--- src/rtl/core/i2cmra_pkg.sv ---
`timescale 1ns / 1ps
// ----------------------------------------------------------------------------
// I2C master register access package
// Shared types, codes and constants of the register access sequencer.
// ----------------------------------------------------------------------------
package i2cmra_pkg;

  // Default transfer length limit and device address after reset.
  localparam int        MAX_BYTES_DEF  = 8;
  localparam logic [6:0] DEV_ADDR_RST  = 7'd90;

  // Command codes carried with each tick.
  localparam logic [1:0] MODE_TICK  = 2'd0;
  localparam logic [1:0] MODE_WRITE = 2'd1;
  localparam logic [1:0] MODE_READ  = 2'd2;

  // Status codes reported with the done pulse.
  localparam logic [1:0] STAT_OK       = 2'd0;
  localparam logic [1:0] STAT_ADDR_NAK = 2'd1;
  localparam logic [1:0] STAT_REG_NAK  = 2'd2;
  localparam logic [1:0] STAT_DATA_NAK = 2'd3;

  // Most significant bit of a byte, sent first.
  localparam logic [7:0] BYTE_MSB = 8'h80;

  // Bus phase sequencer states, one-hot.
  typedef enum logic [13:0] {
    PH_IDLE     = 14'b00000000000001,
    PH_TX_LO    = 14'b00000000000010,
    PH_TX_HI    = 14'b00000000000100,
    PH_ACK_LO   = 14'b00000000001000,
    PH_ACK_HI   = 14'b00000000010000,
    PH_RX_LO    = 14'b00000000100000,
    PH_RX_HI    = 14'b00000001000000,
    PH_MA_LO    = 14'b00000010000000,
    PH_MA_HI    = 14'b00000100000000,
    PH_STOP_LO  = 14'b00001000000000,
    PH_STOP_HI  = 14'b00010000000000,
    PH_STOP_END = 14'b00100000000000,
    PH_RESTART  = 14'b01000000000000,
    PH_START    = 14'b10000000000000
  } phase_t;

  // Which byte of the transaction is on the bus.
  typedef enum logic [1:0] {
    STG_ADDR_W = 2'd0,
    STG_REG    = 2'd1,
    STG_DATA   = 2'd2,
    STG_ADDR_R = 2'd3
  } stage_t;

  // One input tick as held in the input register.
  typedef struct packed {
    logic [1:0] mode;
    logic [7:0] register_address;
    logic [3:0] byte_count;
    logic [7:0] write_data;
    logic       sda_in;
  } tick_t;

  // One result item.
  typedef struct packed {
    logic       scl_level;
    logic       sda_release;
    logic       busy_res;
    logic       write_byte_taken;
    logic       read_valid;
    logic [7:0] read_byte;
    logic       read_last;
    logic       done_res;
    logic [1:0] status_code;
  } result_t;

endpackage

--- src/rtl/core/i2c_master_register_access_top.sv ---
`timescale 1ns / 1ps
// ----------------------------------------------------------------------------
// I2C master register access, top level
// Stream wrapper with input register, phase sequencer and result register.
// ----------------------------------------------------------------------------
// Each transfer on the input stream is one bus phase tick: the sampled SDA
// level plus, while idle, an optional write or read command. Each tick gives
// exactly one result transfer with the SCL and SDA levels for that phase,
// busy, the write byte fetch pulse, received bytes (read_last on m_tlast)
// and the done pulse with its status code.
// The tick is captured in an input register and its result is registered in
// the output register once that register can take it, raising m_tvalid. One
// tick is accepted per cycle when the receiver keeps m_tready high. When the
// receiver stalls, the result is held, the input register fills and s_tready
// then drops until the result is taken. The device address is written
// through cfg_we / cfg_wdata; the user must write it only while idle, as the
// block itself does not enforce this. Reset (rst, synchronous) empties both
// registers, returns the sequencer to idle and loads device address 90.
// ----------------------------------------------------------------------------
module i2c_master_register_access_top
  import i2cmra_pkg::*;
#(
  parameter int MAX_BYTES = MAX_BYTES_DEF
) (
  input  logic        clk,
  input  logic        rst,
  // Configuration: device address.
  input  logic        cfg_we,
  input  logic [6:0]  cfg_wdata,
  // Input ticks.
  input  logic        s_tvalid,
  output logic        s_tready,
  // [7:0] register_address, [11:8] byte_count, [19:12] write_data,
  // [20] sda_in, [23:21] zero
  input  logic [23:0] s_tdata,
  // [1:0] mode
  input  logic [1:0]  s_tuser,
  // Results.
  output logic        m_tvalid,
  input  logic        m_tready,
  // [0] scl_level, [1] sda_release, [2] busy_res, [3] write_byte_taken,
  // [4] read_valid, [12:5] read_byte, [13] done_res, [15:14] status_code
  output logic [15:0] m_tdata,
  // read_last
  output logic        m_tlast
);

  logic [6:0] dev_addr;
  logic       in_valid;
  tick_t      in_tick;
  logic       out_valid;
  result_t    out_res;
  result_t    seq_res;
  logic       step;

  // Device address register.
  always_ff @(posedge clk) begin
    if (rst) begin
      dev_addr <= DEV_ADDR_RST;
    end else if (cfg_we) begin
      dev_addr <= cfg_wdata;
    end
  end

  // The held tick is processed whenever the result register can take it.
  assign step     = in_valid && (!out_valid || m_tready);
  assign s_tready = !in_valid || step;

  // Input register.
  always_ff @(posedge clk) begin
    if (rst) begin
      in_valid <= 1'b0;
    end else if (s_tready) begin
      in_valid <= s_tvalid;
    end
  end

  always_ff @(posedge clk) begin
    if (s_tready && s_tvalid) begin
      in_tick.mode             <= s_tuser;
      in_tick.register_address <= s_tdata[7:0];
      in_tick.byte_count       <= s_tdata[11:8];
      in_tick.write_data       <= s_tdata[19:12];
      in_tick.sda_in           <= s_tdata[20];
    end
  end

  i2cmra_seq #(
    .MAX_BYTES(MAX_BYTES)
  ) u_seq (
    .clk           (clk),
    .rst           (rst),
    .step          (step),
    .tick          (in_tick),
    .device_address(dev_addr),
    .res           (seq_res)
  );

  // Result register.
  always_ff @(posedge clk) begin
    if (rst) begin
      out_valid <= 1'b0;
    end else if (!out_valid || m_tready) begin
      out_valid <= in_valid;
    end
  end

  always_ff @(posedge clk) begin
    if (step) begin
      out_res <= seq_res;
    end
  end

  // Output packing.
  assign m_tvalid = out_valid;
  assign m_tlast  = out_res.read_last;
  assign m_tdata  = {out_res.status_code, out_res.done_res, out_res.read_byte,
                     out_res.read_valid, out_res.write_byte_taken,
                     out_res.busy_res, out_res.sda_release,
                     out_res.scl_level};

endmodule

--- src/rtl/core/i2cmra_seq.sv ---
`timescale 1ns / 1ps
// ----------------------------------------------------------------------------
// I2C master register access phase sequencer
// Holds the transaction state and works out one bus phase per tick.
// ----------------------------------------------------------------------------
module i2cmra_seq
  import i2cmra_pkg::*;
#(
  parameter int MAX_BYTES = MAX_BYTES_DEF
) (
  input  logic       clk,
  input  logic       rst,
  input  logic       step,
  input  tick_t      tick,
  input  logic [6:0] device_address,
  output result_t    res
);

  localparam int BW = $clog2(MAX_BYTES + 1);

  phase_t          phase, phase_next;
  stage_t          stage, stage_next;
  logic [2:0]      bit_counter, bit_counter_next;
  logic [7:0]      shift_byte, shift_byte_next;
  logic [BW-1:0]   bytes_left, bytes_left_next;
  logic            is_read, is_read_next;
  logic [7:0]      reg_latched, reg_latched_next;
  logic [1:0]      error_latched, error_latched_next;

  // Next state and result for the phase of this tick.
  always_comb begin
    logic [BW-1:0] cnt;
    logic [BW-1:0] left_dec;
    logic [7:0]    rx_byte;
    logic          last_byte;

    phase_next         = phase;
    stage_next         = stage;
    bit_counter_next   = bit_counter;
    shift_byte_next    = shift_byte;
    bytes_left_next    = bytes_left;
    is_read_next       = is_read;
    reg_latched_next   = reg_latched;
    error_latched_next = error_latched;

    if (32'(tick.byte_count) > MAX_BYTES) begin
      cnt = BW'(MAX_BYTES);
    end else begin
      cnt = BW'(tick.byte_count);
    end
    if (stage == STG_DATA && bytes_left != '0) begin
      left_dec = bytes_left - BW'(1);
    end else begin
      left_dec = bytes_left;
    end
    rx_byte   = {shift_byte[6:0], tick.sda_in};
    last_byte = (bytes_left <= BW'(1));

    res = '0;
    res.scl_level   = 1'b1;
    res.sda_release = 1'b1;
    res.busy_res    = 1'b1;

    unique case (phase)
      PH_IDLE: begin
        res.busy_res = 1'b0;
        if (tick.mode == MODE_WRITE || tick.mode == MODE_READ) begin
          res.busy_res       = 1'b1;
          res.sda_release    = 1'b0;
          is_read_next       = (tick.mode == MODE_READ);
          reg_latched_next   = tick.register_address;
          if (tick.mode == MODE_READ && cnt == '0) begin
            bytes_left_next = BW'(1);
          end else begin
            bytes_left_next = cnt;
          end
          error_latched_next = STAT_OK;
          bit_counter_next   = '0;
          stage_next         = STG_ADDR_W;
          shift_byte_next    = {device_address, 1'b0};
          phase_next         = PH_TX_LO;
        end
      end
      PH_TX_LO: begin
        res.scl_level   = 1'b0;
        res.sda_release = |(shift_byte & BYTE_MSB);
        phase_next      = PH_TX_HI;
      end
      PH_TX_HI: begin
        res.sda_release  = |(shift_byte & BYTE_MSB);
        shift_byte_next  = {shift_byte[6:0], 1'b0};
        bit_counter_next = bit_counter + 3'd1;
        phase_next       = (bit_counter == 3'd7) ? PH_ACK_LO : PH_TX_LO;
      end
      PH_ACK_LO: begin
        res.scl_level = 1'b0;
        phase_next    = PH_ACK_HI;
      end
      PH_ACK_HI: begin
        if (tick.sda_in) begin
          // No acknowledge: record which byte failed and stop.
          if (stage == STG_ADDR_W) begin
            error_latched_next = STAT_ADDR_NAK;
          end else if (stage == STG_REG) begin
            error_latched_next = STAT_REG_NAK;
          end else begin
            error_latched_next = STAT_DATA_NAK;
          end
          phase_next = PH_STOP_LO;
        end else if (stage == STG_ADDR_W) begin
          shift_byte_next = reg_latched;
          stage_next      = STG_REG;
          phase_next      = PH_TX_LO;
        end else if (stage == STG_ADDR_R) begin
          shift_byte_next  = '0;
          bit_counter_next = '0;
          phase_next       = PH_RX_LO;
        end else if (stage == STG_REG && is_read) begin
          phase_next = PH_STOP_LO;
        end else begin
          // Write path: fetch the next data byte or finish.
          bytes_left_next = left_dec;
          if (left_dec != '0) begin
            shift_byte_next      = tick.write_data;
            res.write_byte_taken = 1'b1;
            stage_next           = STG_DATA;
            phase_next           = PH_TX_LO;
          end else begin
            phase_next = PH_STOP_LO;
          end
        end
      end
      PH_RX_LO: begin
        res.scl_level = 1'b0;
        phase_next    = PH_RX_HI;
      end
      PH_RX_HI: begin
        shift_byte_next  = rx_byte;
        bit_counter_next = bit_counter + 3'd1;
        if (bit_counter == 3'd7) begin
          res.read_valid = 1'b1;
          res.read_byte  = rx_byte;
          res.read_last  = last_byte;
          phase_next     = PH_MA_LO;
        end else begin
          phase_next = PH_RX_LO;
        end
      end
      PH_MA_LO: begin
        res.scl_level   = 1'b0;
        res.sda_release = last_byte;
        phase_next      = PH_MA_HI;
      end
      PH_MA_HI: begin
        res.sda_release = last_byte;
        if (last_byte) begin
          bytes_left_next = '0;
          phase_next      = PH_STOP_LO;
        end else begin
          bytes_left_next  = bytes_left - BW'(1);
          shift_byte_next  = '0;
          bit_counter_next = '0;
          phase_next       = PH_RX_LO;
        end
      end
      PH_STOP_LO: begin
        res.scl_level   = 1'b0;
        res.sda_release = 1'b0;
        phase_next      = PH_STOP_HI;
      end
      PH_STOP_HI: begin
        res.sda_release = 1'b0;
        if (stage == STG_REG && is_read && error_latched == STAT_OK) begin
          phase_next = PH_RESTART;
        end else begin
          phase_next = PH_STOP_END;
        end
      end
      PH_STOP_END: begin
        res.done_res    = 1'b1;
        res.status_code = error_latched;
        phase_next      = PH_IDLE;
      end
      PH_RESTART: begin
        phase_next = PH_START;
      end
      PH_START: begin
        res.sda_release  = 1'b0;
        shift_byte_next  = {device_address, 1'b1};
        stage_next       = STG_ADDR_R;
        bit_counter_next = '0;
        phase_next       = PH_TX_LO;
      end
      default: begin
        // Corrupt state code: fall back to idle.
        res.busy_res = 1'b0;
        phase_next   = PH_IDLE;
      end
    endcase
  end

  // State registers advance once per consumed tick.
  always_ff @(posedge clk) begin
    if (rst) begin
      phase         <= PH_IDLE;
      stage         <= STG_ADDR_W;
      bit_counter   <= '0;
      shift_byte    <= '0;
      bytes_left    <= '0;
      is_read       <= 1'b0;
      reg_latched   <= '0;
      error_latched <= STAT_OK;
    end else if (step) begin
      phase         <= phase_next;
      stage         <= stage_next;
      bit_counter   <= bit_counter_next;
      shift_byte    <= shift_byte_next;
      bytes_left    <= bytes_left_next;
      is_read       <= is_read_next;
      reg_latched   <= reg_latched_next;
      error_latched <= error_latched_next;
    end
  end

endmodule

--- config.mk ---
export PLATFORM = sky130hd
export DESIGN_NAME = i2c_master_register_access_top
export DESIGN_NICKNAME = d
export VERILOG_FILES = /design/src/rtl/core/i2cmra_pkg.sv /design/src/rtl/core/i2c_master_register_access_top.sv /design/src/rtl/core/i2cmra_seq.sv
export SDC_FILE = /design/constraint.sdc
export NUM_CORES = 1
export LEC_CHECK = 0
export BUFFER_PORTS_ARGS = -buffer_cell sky130_fd_sc_hd__buf_2
export CORE_UTILIZATION = 40
export CTS_BUF_LIST = sky130_fd_sc_hd__clkbuf_8
export DETAILED_ROUTE_END_ITERATION = 10
export GPL_ROUTABILITY_DRIVEN = 0
export PLACE_DENSITY = 0.68
export SLEW_MARGIN = 20
export SYNTH_ARGS = -nofsm -noshare
export SYNTH_HDL_FRONTEND = slang
export SYNTH_SLANG_ARGS = --single-unit
--- constraint.sdc ---
create_clock -name clk -period 2.55 [get_ports clk]
set_input_delay 0.255 -clock clk [delete_from_list [all_inputs] [get_ports clk]]
set_output_delay 0.255 -clock clk [all_outputs]
set_load 0.01 [all_outputs]
==> impl.org, run 1 <==
** Floorplan
- For this configuration, the core starts out at a cell density of 41.3%.
- Die height :: 111 µm
- The floorplan has 39 rows.
- Floorplan die width :: 111 µm
- DIE AREA :: approximately 0.012 mm²
- During I/O placement, the number of pins put on the boundary was between 50 and 60.
- Area of the core :: 0.0115 mm²

** Yosys
- Portion of netlist area occupied by mux cells :: 4.94%
- After Yosys synthesis, XOR and XNOR cells account for 1.11% of the synthesized area.
- Dominant combinational cell family by area after synthesis :: simple AND/OR/NAND/NOR gates
- Number of flops mapped to enable cells by yosys :: 40
- Total standard cell area after synthesis :: 0.00473 mm²
- Summing the areas of all fa, ha and maj instances in the mapped netlist gives 3.17% of the synthesized area.
- Main flop type after synthesis :: sky130_fd_sc_hd__dfxtp_1
- Area fraction of the dominant cell type after synthesis :: roughly 25%
- In this run, synthesis produced a sequential element count of 91.
- The synthesized netlist contains 69 unique library cells.
- In this run the mean area of a mapped cell was 10.2 µm².
- Sequential cells were found to cover 47.0% of the synthesized design area.
- Post-Synthesis Cells :: about 470
- Synth Net Count :: 515
- Yosys attributes the largest share of cell area to sky130_fd_sc_hd__edfxtp_1, sky130_fd_sc_hd__dfxtp_1, sky130_fd_sc_hd__mux2i_1.
- For this run, the number of Yosys warnings is 0.
- Of all cell types, the one taking the most synthesized area is sky130_fd_sc_hd__edfxtp_1.
- Simple-gate share of the synthesized area :: 24.0%
- Of all flip-flops after synthesis, the portion carrying an async set or reset was 0%.
- Compound-Gate Fraction of Synth Area :: approximately 16%

** Timing
- Shortest clock period the worst path allows after layout :: ~2400 ps
- Setup violations remaining at the end of the flow were counted as 0.
- Headroom to the max-slew limit :: approximately 37%
- The worst path uses roughly 92% of the clock period.
- Maximum achievable frequency :: 0.425 GHz
- The max-slew violation count was 0.
- Slew of the pin with the lowest slew margin :: 941 ps
- The final count of hold timing violations is 0.
- In the final timing run, aggregate negative setup slack is 0 ps.
- RSZ-0062 raised after global routing :: no
- Setup Skew :: 11.4 ps

** Pwr
- Max VDD drop :: between 0.0003 and 0.0004 V
- Power spread over the standard cell area amounts to 572 mW/mm².
- Leakage dissipation :: 2.08 nW
- Total Power :: 3.08 mW

** Route
- Post-detailed-route wirelength per cell :: 16.3 µm
- Detailed-route via count :: 3777
- Wires add up to 10900 µm.
- DRT Pass-1 Iters :: 5
- The detail route stage leaves a number of antenna-violating nets equal to 0.
- Iteration-0 DRC Markers :: 234
- Dividing the detail-routed via count by the number of cells gives around 5.6.
- In the routed design, unresolved DRC markers number 0.

** Hold path
- Type of the most critical hold path :: primary input to flop
- Destination of the worst hold path :: in_tick[4]
- Along the worst hold path, the cell count comes to 1.
- Worst hold path startpoint :: s_tdata[15]

** CTS
- TritonCTS clock tree :: built
- Worst-skew pair later-pin latency :: 370 ps
- In this run the clock root is driven by a sky130_fd_sc_hd__clkbuf_8.
- Counting the buffers created by CTS gives 9.
- The longest clock path from root to sink contains 2 buffers.
- Clock tree synthesis found a total of 91 sinks.
- The H-tree was split into 3 levels.
- In this run, post-CTS hold repair placed 0 buffers.
- Clock-pin slew was measured on the worst setup and hold paths at 100 ps.

** Critical path
- The number of cells on the worst reg-to-reg path is 7.
- The worst register-to-register path has a setup slack of around 200 ps.
- Of all nets on the critical path, the largest fanout is 11.
- Endpoint of the most critical register-to-register path :: u_seq.shift_byte[2]
- Endpoint kind of the worst setup timing path :: flop
- Critical Setup Path Class :: flop to flop
- WP data required :: approximately 2800 ps
- CP arrival :: ~2600 ps
- Launch point of the worst reg-to-reg path :: u_seq.phase[6]
- Category of the worst setup path launch point :: flop

** Job
- Number of max-cap violations :: 0

** Placement
- DPL Wire Length :: 7980 µm
- Port buffering added between 50 and 60 buffers.
- Number of placed cells counting well taps :: 654

** Layout
- Commonest non-fill, non-tap cells in the layout :: sky130_fd_sc_hd__buf_2, sky130_fd_sc_hd__dfxtp_1, sky130_fd_sc_hd__nor2_1
- Leaving out fill and tap cells, the most frequent cell in the layout is sky130_fd_sc_hd__buf_2.
- Fill cells in the final layout number 1065.
- The final layout contains between 500 and 600 nets.
- Count of non-filler cells in the finished layout :: about 670
- Compared with the post-synthesis result, the final layout area differs by 13.9%.
- Number of antenna repair diodes :: 0
- Fraction of layout instances using a drive strength above 1 :: 24.8%
- Once layout is complete, the utilization of the core stands at 47.0%.

** Global route
- First-pass GRT wire length :: about 18000 µm
- Entering global routing, the biggest net connects 43 pins.
- The initial antenna violation count is 0.
- Global routing consumed, over all layers together, between 15 and 20% of the routing resources.
- Total congestion overflow after global routing :: 0
- Vias in the first global route :: 3613

** Outcome
- The flow ran to the end, and the final reports show no timing, DRC or antenna violations.
[where the power goes]
part / leakage, nW / internal, mW / switching [mW] / total, mW
clock network: 0.0882 / 0.370 / 0.553 / 0.924
logic: 1.21 / 0.210 / 0.289 / 0.498
registers: 0.788 / 1.60 / 0.0586 / 1.66
[synthesized netlist by cell type, types with 4 or more instances]
master,n
sky130_fd_sc_hd__a211oi_2,8
sky130_fd_sc_hd__a21oi_1,35
sky130_fd_sc_hd__a22oi_1,12
sky130_fd_sc_hd__and2_1,9
sky130_fd_sc_hd__and3_1,11
sky130_fd_sc_hd__buf_2,6
sky130_fd_sc_hd__buf_6,5
sky130_fd_sc_hd__clkbuf_1,17
sky130_fd_sc_hd__dfxtp_1,51
sky130_fd_sc_hd__edfxtp_1,40
sky130_fd_sc_hd__ha_1,12
sky130_fd_sc_hd__inv_1,6
sky130_fd_sc_hd__mux2i_1,20
sky130_fd_sc_hd__nand2_1,40
sky130_fd_sc_hd__nand3_1,6
sky130_fd_sc_hd__nand4_1,8
sky130_fd_sc_hd__nor2_1,47
sky130_fd_sc_hd__nor2b_1,8
sky130_fd_sc_hd__nor3_1,10
sky130_fd_sc_hd__nor3b_1,4
sky130_fd_sc_hd__nor4_1,6
sky130_fd_sc_hd__nor4_4,5
sky130_fd_sc_hd__o211ai_1,6
sky130_fd_sc_hd__o21ai_0,17
sky130_fd_sc_hd__o21ai_1,4
[area by class of cell]
class / count / area, µm² / share of cell area [%]
inverters: 7 / 26.3 / 0.488
multi-input cells: 336 / 2320 / 43.1
clock buffers: 9 / 124 / 2.30
repair buffers: 78 / 453 / 8.40
clock inverters: 7 / 63.8 / 1.18
well taps: 143 / 179 / 3.32
flip-flops and latches: 91 / 2220 / 41.2
[stage by stage]
stage,hold WS [ps],area [µm²],setup WS (ps)
global route,34.6,5390,31.8
finish,51.3,5390,196
floorplan,354,4730,144
CTS,37.0,5370,168
detailed placement,433,5190,180
global placement,432,5190,252
[routing by layer]
| layer | share of wire, % | up-vias | global-route usage [%] |
|---|---|---|---|
| li1 | - | 1846 | - |
| met1 | 46 | 1779 | 24.1 |
| met2 | 47 | 130 | 29.1 |
| met3 | 5.3 | 22 | 3.50 |
| met4 | 2.4 | 0 | 7.82 |
| met5 | 0 | - | 0 |
[worst max path at each step]
stage	startpoint	endpoint	slack, ps	depth (start not counted)
floorplan	m_tvalid	u_seq.shift_byte[0]	140	8
CTS	u_seq.phase[4]	u_seq.bytes_left[3]	170	6
global placement	u_seq.phase[0]	u_seq.shift_byte[3]	250	6
finish	u_seq.phase[6]	u_seq.shift_byte[2]	200	7
global route	u_seq.stage[0]	u_seq.shift_byte[1]	30	8
detailed placement	u_seq.phase[4]	u_seq.bytes_left[3]	180	6
[logic make-up after synthesis]
logic type	Yosys count
muxes	23
and+or+nand+nor	189
buffers and inverters	38
adders and majority gates	12
AOI/OAI and AO/OA	106
DFF	91
xor gates and xnor gates	6
[registers in the layout, indices dropped and copies added (netlist names)]
name and count:
in_tick 23, dev_addr 7, u_seq.is_read 1, u_seq.phase 14, u_seq.error_latched 2, m_tvalid 1, u_seq.reg_latched 8, m_tlast 1
m_tdata 16, u_seq.shift_byte 8, u_seq.bit_counter 3, u_seq.stage 2, in_valid 1, u_seq.bytes_left 4
[worst max-delay path, stage by stage (launching register included)]
cell,delay (ps)
sky130_fd_sc_hd__dfxtp_1,600
sky130_fd_sc_hd__or4b_1,580
sky130_fd_sc_hd__o22ai_2,260
sky130_fd_sc_hd__a32o_2,210
sky130_fd_sc_hd__a2bb2oi_4,160
sky130_fd_sc_hd__and2_1,140
sky130_fd_sc_hd__buf_4,180
sky130_fd_sc_hd__a211oi_2,80
[repair_timing]
item	CTS	global route
gates resized for setup	0	2
setup endpoints to repair	0	4
buffers inserted	0	1
(Power assumes the default switching activity.)
==> run 2, diff against run 1 <==
Settings changed: PLACE_DENSITY 0.68 to 0.71.
Clock period 2.55 ns to 2.1 ns, I/O delays scaled along.
==> run 2 against run 1 <==
Effect of this change: critical path depth rose by 1; the flow now finishes with violations (setup timing); non-clock buffer count rose by 74; cell count rose by 11%; sequential share of layout area fell by 6.0 points; register-to-register slack got worse by 230 ps; core utilization rose by 8.8 points; via count rose by 11%; flip-flop and latch count did not move.
==> impl.org, run 2 (synthesis gave the netlist of run 1 again) <==
** Outcome
- The run finished, with violations left.
- The checks that failed: setup timing.

** Timing
- Crit path setup slack, layout :: -32.0 ps (-228 ps)
- Part of the cycle the worst path needs :: 102% (+9.2 points)
- Slew of the pin with the lowest slew margin :: 936 ps (-5.58 ps)
- Setup Skew :: 14.2 ps (+2.87 ps)
- The setup total negative slack came to -47.9 ps (-47.9 ps).
- Headroom to the max-slew limit :: 37.6% (+0.37 points)
- Count of final setup violators :: 2 (+2)
- The top achievable clock speed was 0.469 GHz (+10%).
- Shortest clock period the worst path allows after layout :: 2130 ps (-222 ps)
- The final count of hold timing violations came to 0 (unchanged).
- Setup repair after global routing could not meet its margin everywhere.
- The max-slew violation count is 0 (unchanged).

** Route
- The wire length on met2 is 6070 µm (+19%).
- The detail-routed via count per cell is 5.63 (about the same).
- The routed wirelength normalized by instance count came to 16.6 µm (+1.8%).
- The number of nets still failing antenna checks after routing is 0 (unchanged).
- Total DRC errors in the routed layout :: 0 (unchanged)
- Detailed-route via count :: 4194 (+11%)
- The highest layer touched by signal routing is met4.
- Wirelength, routed :: 12300 µm (+13%)
- Routed met3 length :: 715 µm (+24%)
- The initial detailed-routing violation count is 313 (+34%).
- DRT Pass-1 Iters :: 5 (unchanged)
- The length of routed wiring on met1 came to 5190 µm (+4.0%).

** Placement
- The worst-case setup slack after placement was -121 ps (-301 ps).
- The number of input and output port buffers inserted was 53 (unchanged).
- DPL Wire Length :: 8530 µm (+7.0%)
- DP Area :: 0.00559 mm² (+7.9%)

** Global route
- The initial antenna violation count was 0 (unchanged).
- The via count of the first global-routing pass was 3987 (+10%).
- Total congestion overflow after global routing :: 0 (unchanged)
- The first-pass GRT wire length came to 19400 µm (+7.5%).
- The pin count of the biggest net entering global routing was 43 (unchanged).
- The global-route usage over all layers came to 19.7% (+1.4 points).

** Layout
- The fill cell instance count of the final layout came to 928 (-13%).
- Fraction of layout instances using a drive strength above 1 :: 43.4% (+19 points)
- Area growth from synthesis to final layout :: 35.1%
- The post-layout instance area came to 0.00639 mm² (+19%).
- The antenna diode count is 0 (unchanged).
- Register bank with the most flops :: in_tick
- Leaving out fill and tap cells, the most frequent cell in the layout is sky130_fd_sc_hd__buf_4.
- The number of flip-flops in the largest register is 23 (unchanged).
- Net total in the final layout :: 647 (+13%)
- Leaving out fill and tap cells, the most frequent cells in the layout are sky130_fd_sc_hd__buf_4, sky130_fd_sc_hd__buf_2, sky130_fd_sc_hd__nor2_1.

** Job
- The number of violations of the max-capacitance limit is 0 (unchanged).

** Critical path
- The critical path goes through buf_6 > nor4b_4 > buf_4 > or3b_4 > nor2b_4 > buf_6 > mux2i_1 > nor2_1.
- WP data required :: 2340 ps (-440 ps)
- The arrival time at the worst endpoint came to 2370 ps (-220 ps).
- The delay of the slowest critical-path stage was 400 ps (-200 ps).
- Slowest stage cell on the critical path :: sky130_fd_sc_hd__or3b_4
- Cell seen most often among critical-path stages :: sky130_fd_sc_hd__buf_6
- The worst setup path is launched from a flop.
- The top fanout value on the critical path was 5 (-6).
- The critical path is of the flop to flop type.
- STA classifies the critical path endpoint as a flop.

** Floorplan
- The number of standard-cell rows in the floorplan was 39 (unchanged).
- The area of the placeable core is 0.0115 mm² (unchanged).
- Floorplan die width :: 111 µm (unchanged)
- Number of top-level pins :: 57 (unchanged)
- The die footprint came to 0.0123 mm² (unchanged).
- The initial cell density of the core is 41.3% (unchanged).
- The die span in y is 111 µm (unchanged).

** CTS
- TritonCTS built the clock tree.
- The total CTS buffers was 9 (unchanged).
- Bufs on Longest Clock Path :: 2 (unchanged)
- Worst-skew pair later-pin latency :: 370 ps (about the same)
- Reg clk slew, reported paths :: 110 ps (about the same)
- Htree depth :: 3 (unchanged)
- Sink count of the clock tree :: 91 (unchanged)
- CTS root buffer :: sky130_fd_sc_hd__clkbuf_8

** Pwr
- Total power density per cell area :: 628 mW/mm² (+9.8%)
- Max VDD drop :: 0.000409 V (+11%)
- Leakage dissipation :: 2.53 nW (+22%)

** Hold path
- Type of the most critical hold path :: primary input to flop
-- run 2: cell count changes in the layout (fill, tap and decap cells not counted), moves of 10 or more --
cell / delta
sky130_fd_sc_hd__buf_6: +10
sky130_fd_sc_hd__buf_4: +48
sky130_fd_sc_hd__dfxtp_2: +10
sky130_fd_sc_hd__dlygate4sd3_1: +13
sky130_fd_sc_hd__dfxtp_1: -15
sky130_fd_sc_hd__a21oi_1: -10
-- run 2: power by group --
group / leakage, nW / switching (mW) / internal (mW)
clock: 0.0915 / 0.686 / 0.460
combinational: 1.65 / 0.438 / 0.416
sequential: 0.796 / 0.0729 / 1.94
-- run 2: layout make-up --
class | instances | area, µm² | share of cell area, %
clock buffer | 9 | 124 | 1.94
clock inverter | 7 | 68.8 | 1.08
inverter | 7 | 26.3 | 0.411
multi-input combinational | 336 | 2630 | 41.1
sequential | 91 | 2250 | 35.3
tap | 143 | 179 | 2.80
timing repair buffer | 152 | 1120 | 17.5
-- run 2: worst paths after layout --
path | slack [ps] | end | start | cells after the start
min | 10 | in_tick[16] | s_tdata[3] | 1
min reg2reg | 490 | dev_addr[6] | dev_addr[6] | 2
max reg2reg | -30 | u_seq.reg_latched[3] | u_seq.phase[1] | 8
max | -30 | u_seq.reg_latched[3] | u_seq.phase[1] | 8
-- run 2: critical path, delay by kind of cell, from the launching register on --
family	cells	cell delay [ps]
muxes	1	240
DFF	1	350
and+or+nand+nor	4	940
buffers and inverters	3	480
-- run 2: repair_timing --
item                                   4_1_cts  5_1_grt
buffers inserted                             7        7
hold buffers                                10        3
setup endpoints to repair                   25       36
pin swaps                                    9       34
endpoints found under the hold margin       10        3
gates resized for setup                     31       71
cloned                                       1        0
-- run 2: stage by stage --
step / power (mW) / std cells / util (%) / hold WS, ps
after floorplan: 2.45 / 465 / - / 309
after global placement: 2.73 / 701 / 48.8 / 386
after detailed placement: 2.75 / 701 / 48.8 / 388
after CTS: 3.94 / 735 / 52.8 / 0.409
after global routing: 4.19 / 745 / 55.7 / -3.01
final: 4.01 / 745 / 55.7 / 11.7
-- run 2: per-layer routing --
| layer | vias to the layer above | global-route usage (%) |
|---|---|---|
| met2 | 174 | 32.6 |
| met1 | 1983 | 24.4 |
| li1 | 1995 | - |
| met3 | 42 | 4.98 |
| met5 | - | 0 |
| met4 | 0 | 7.91 |
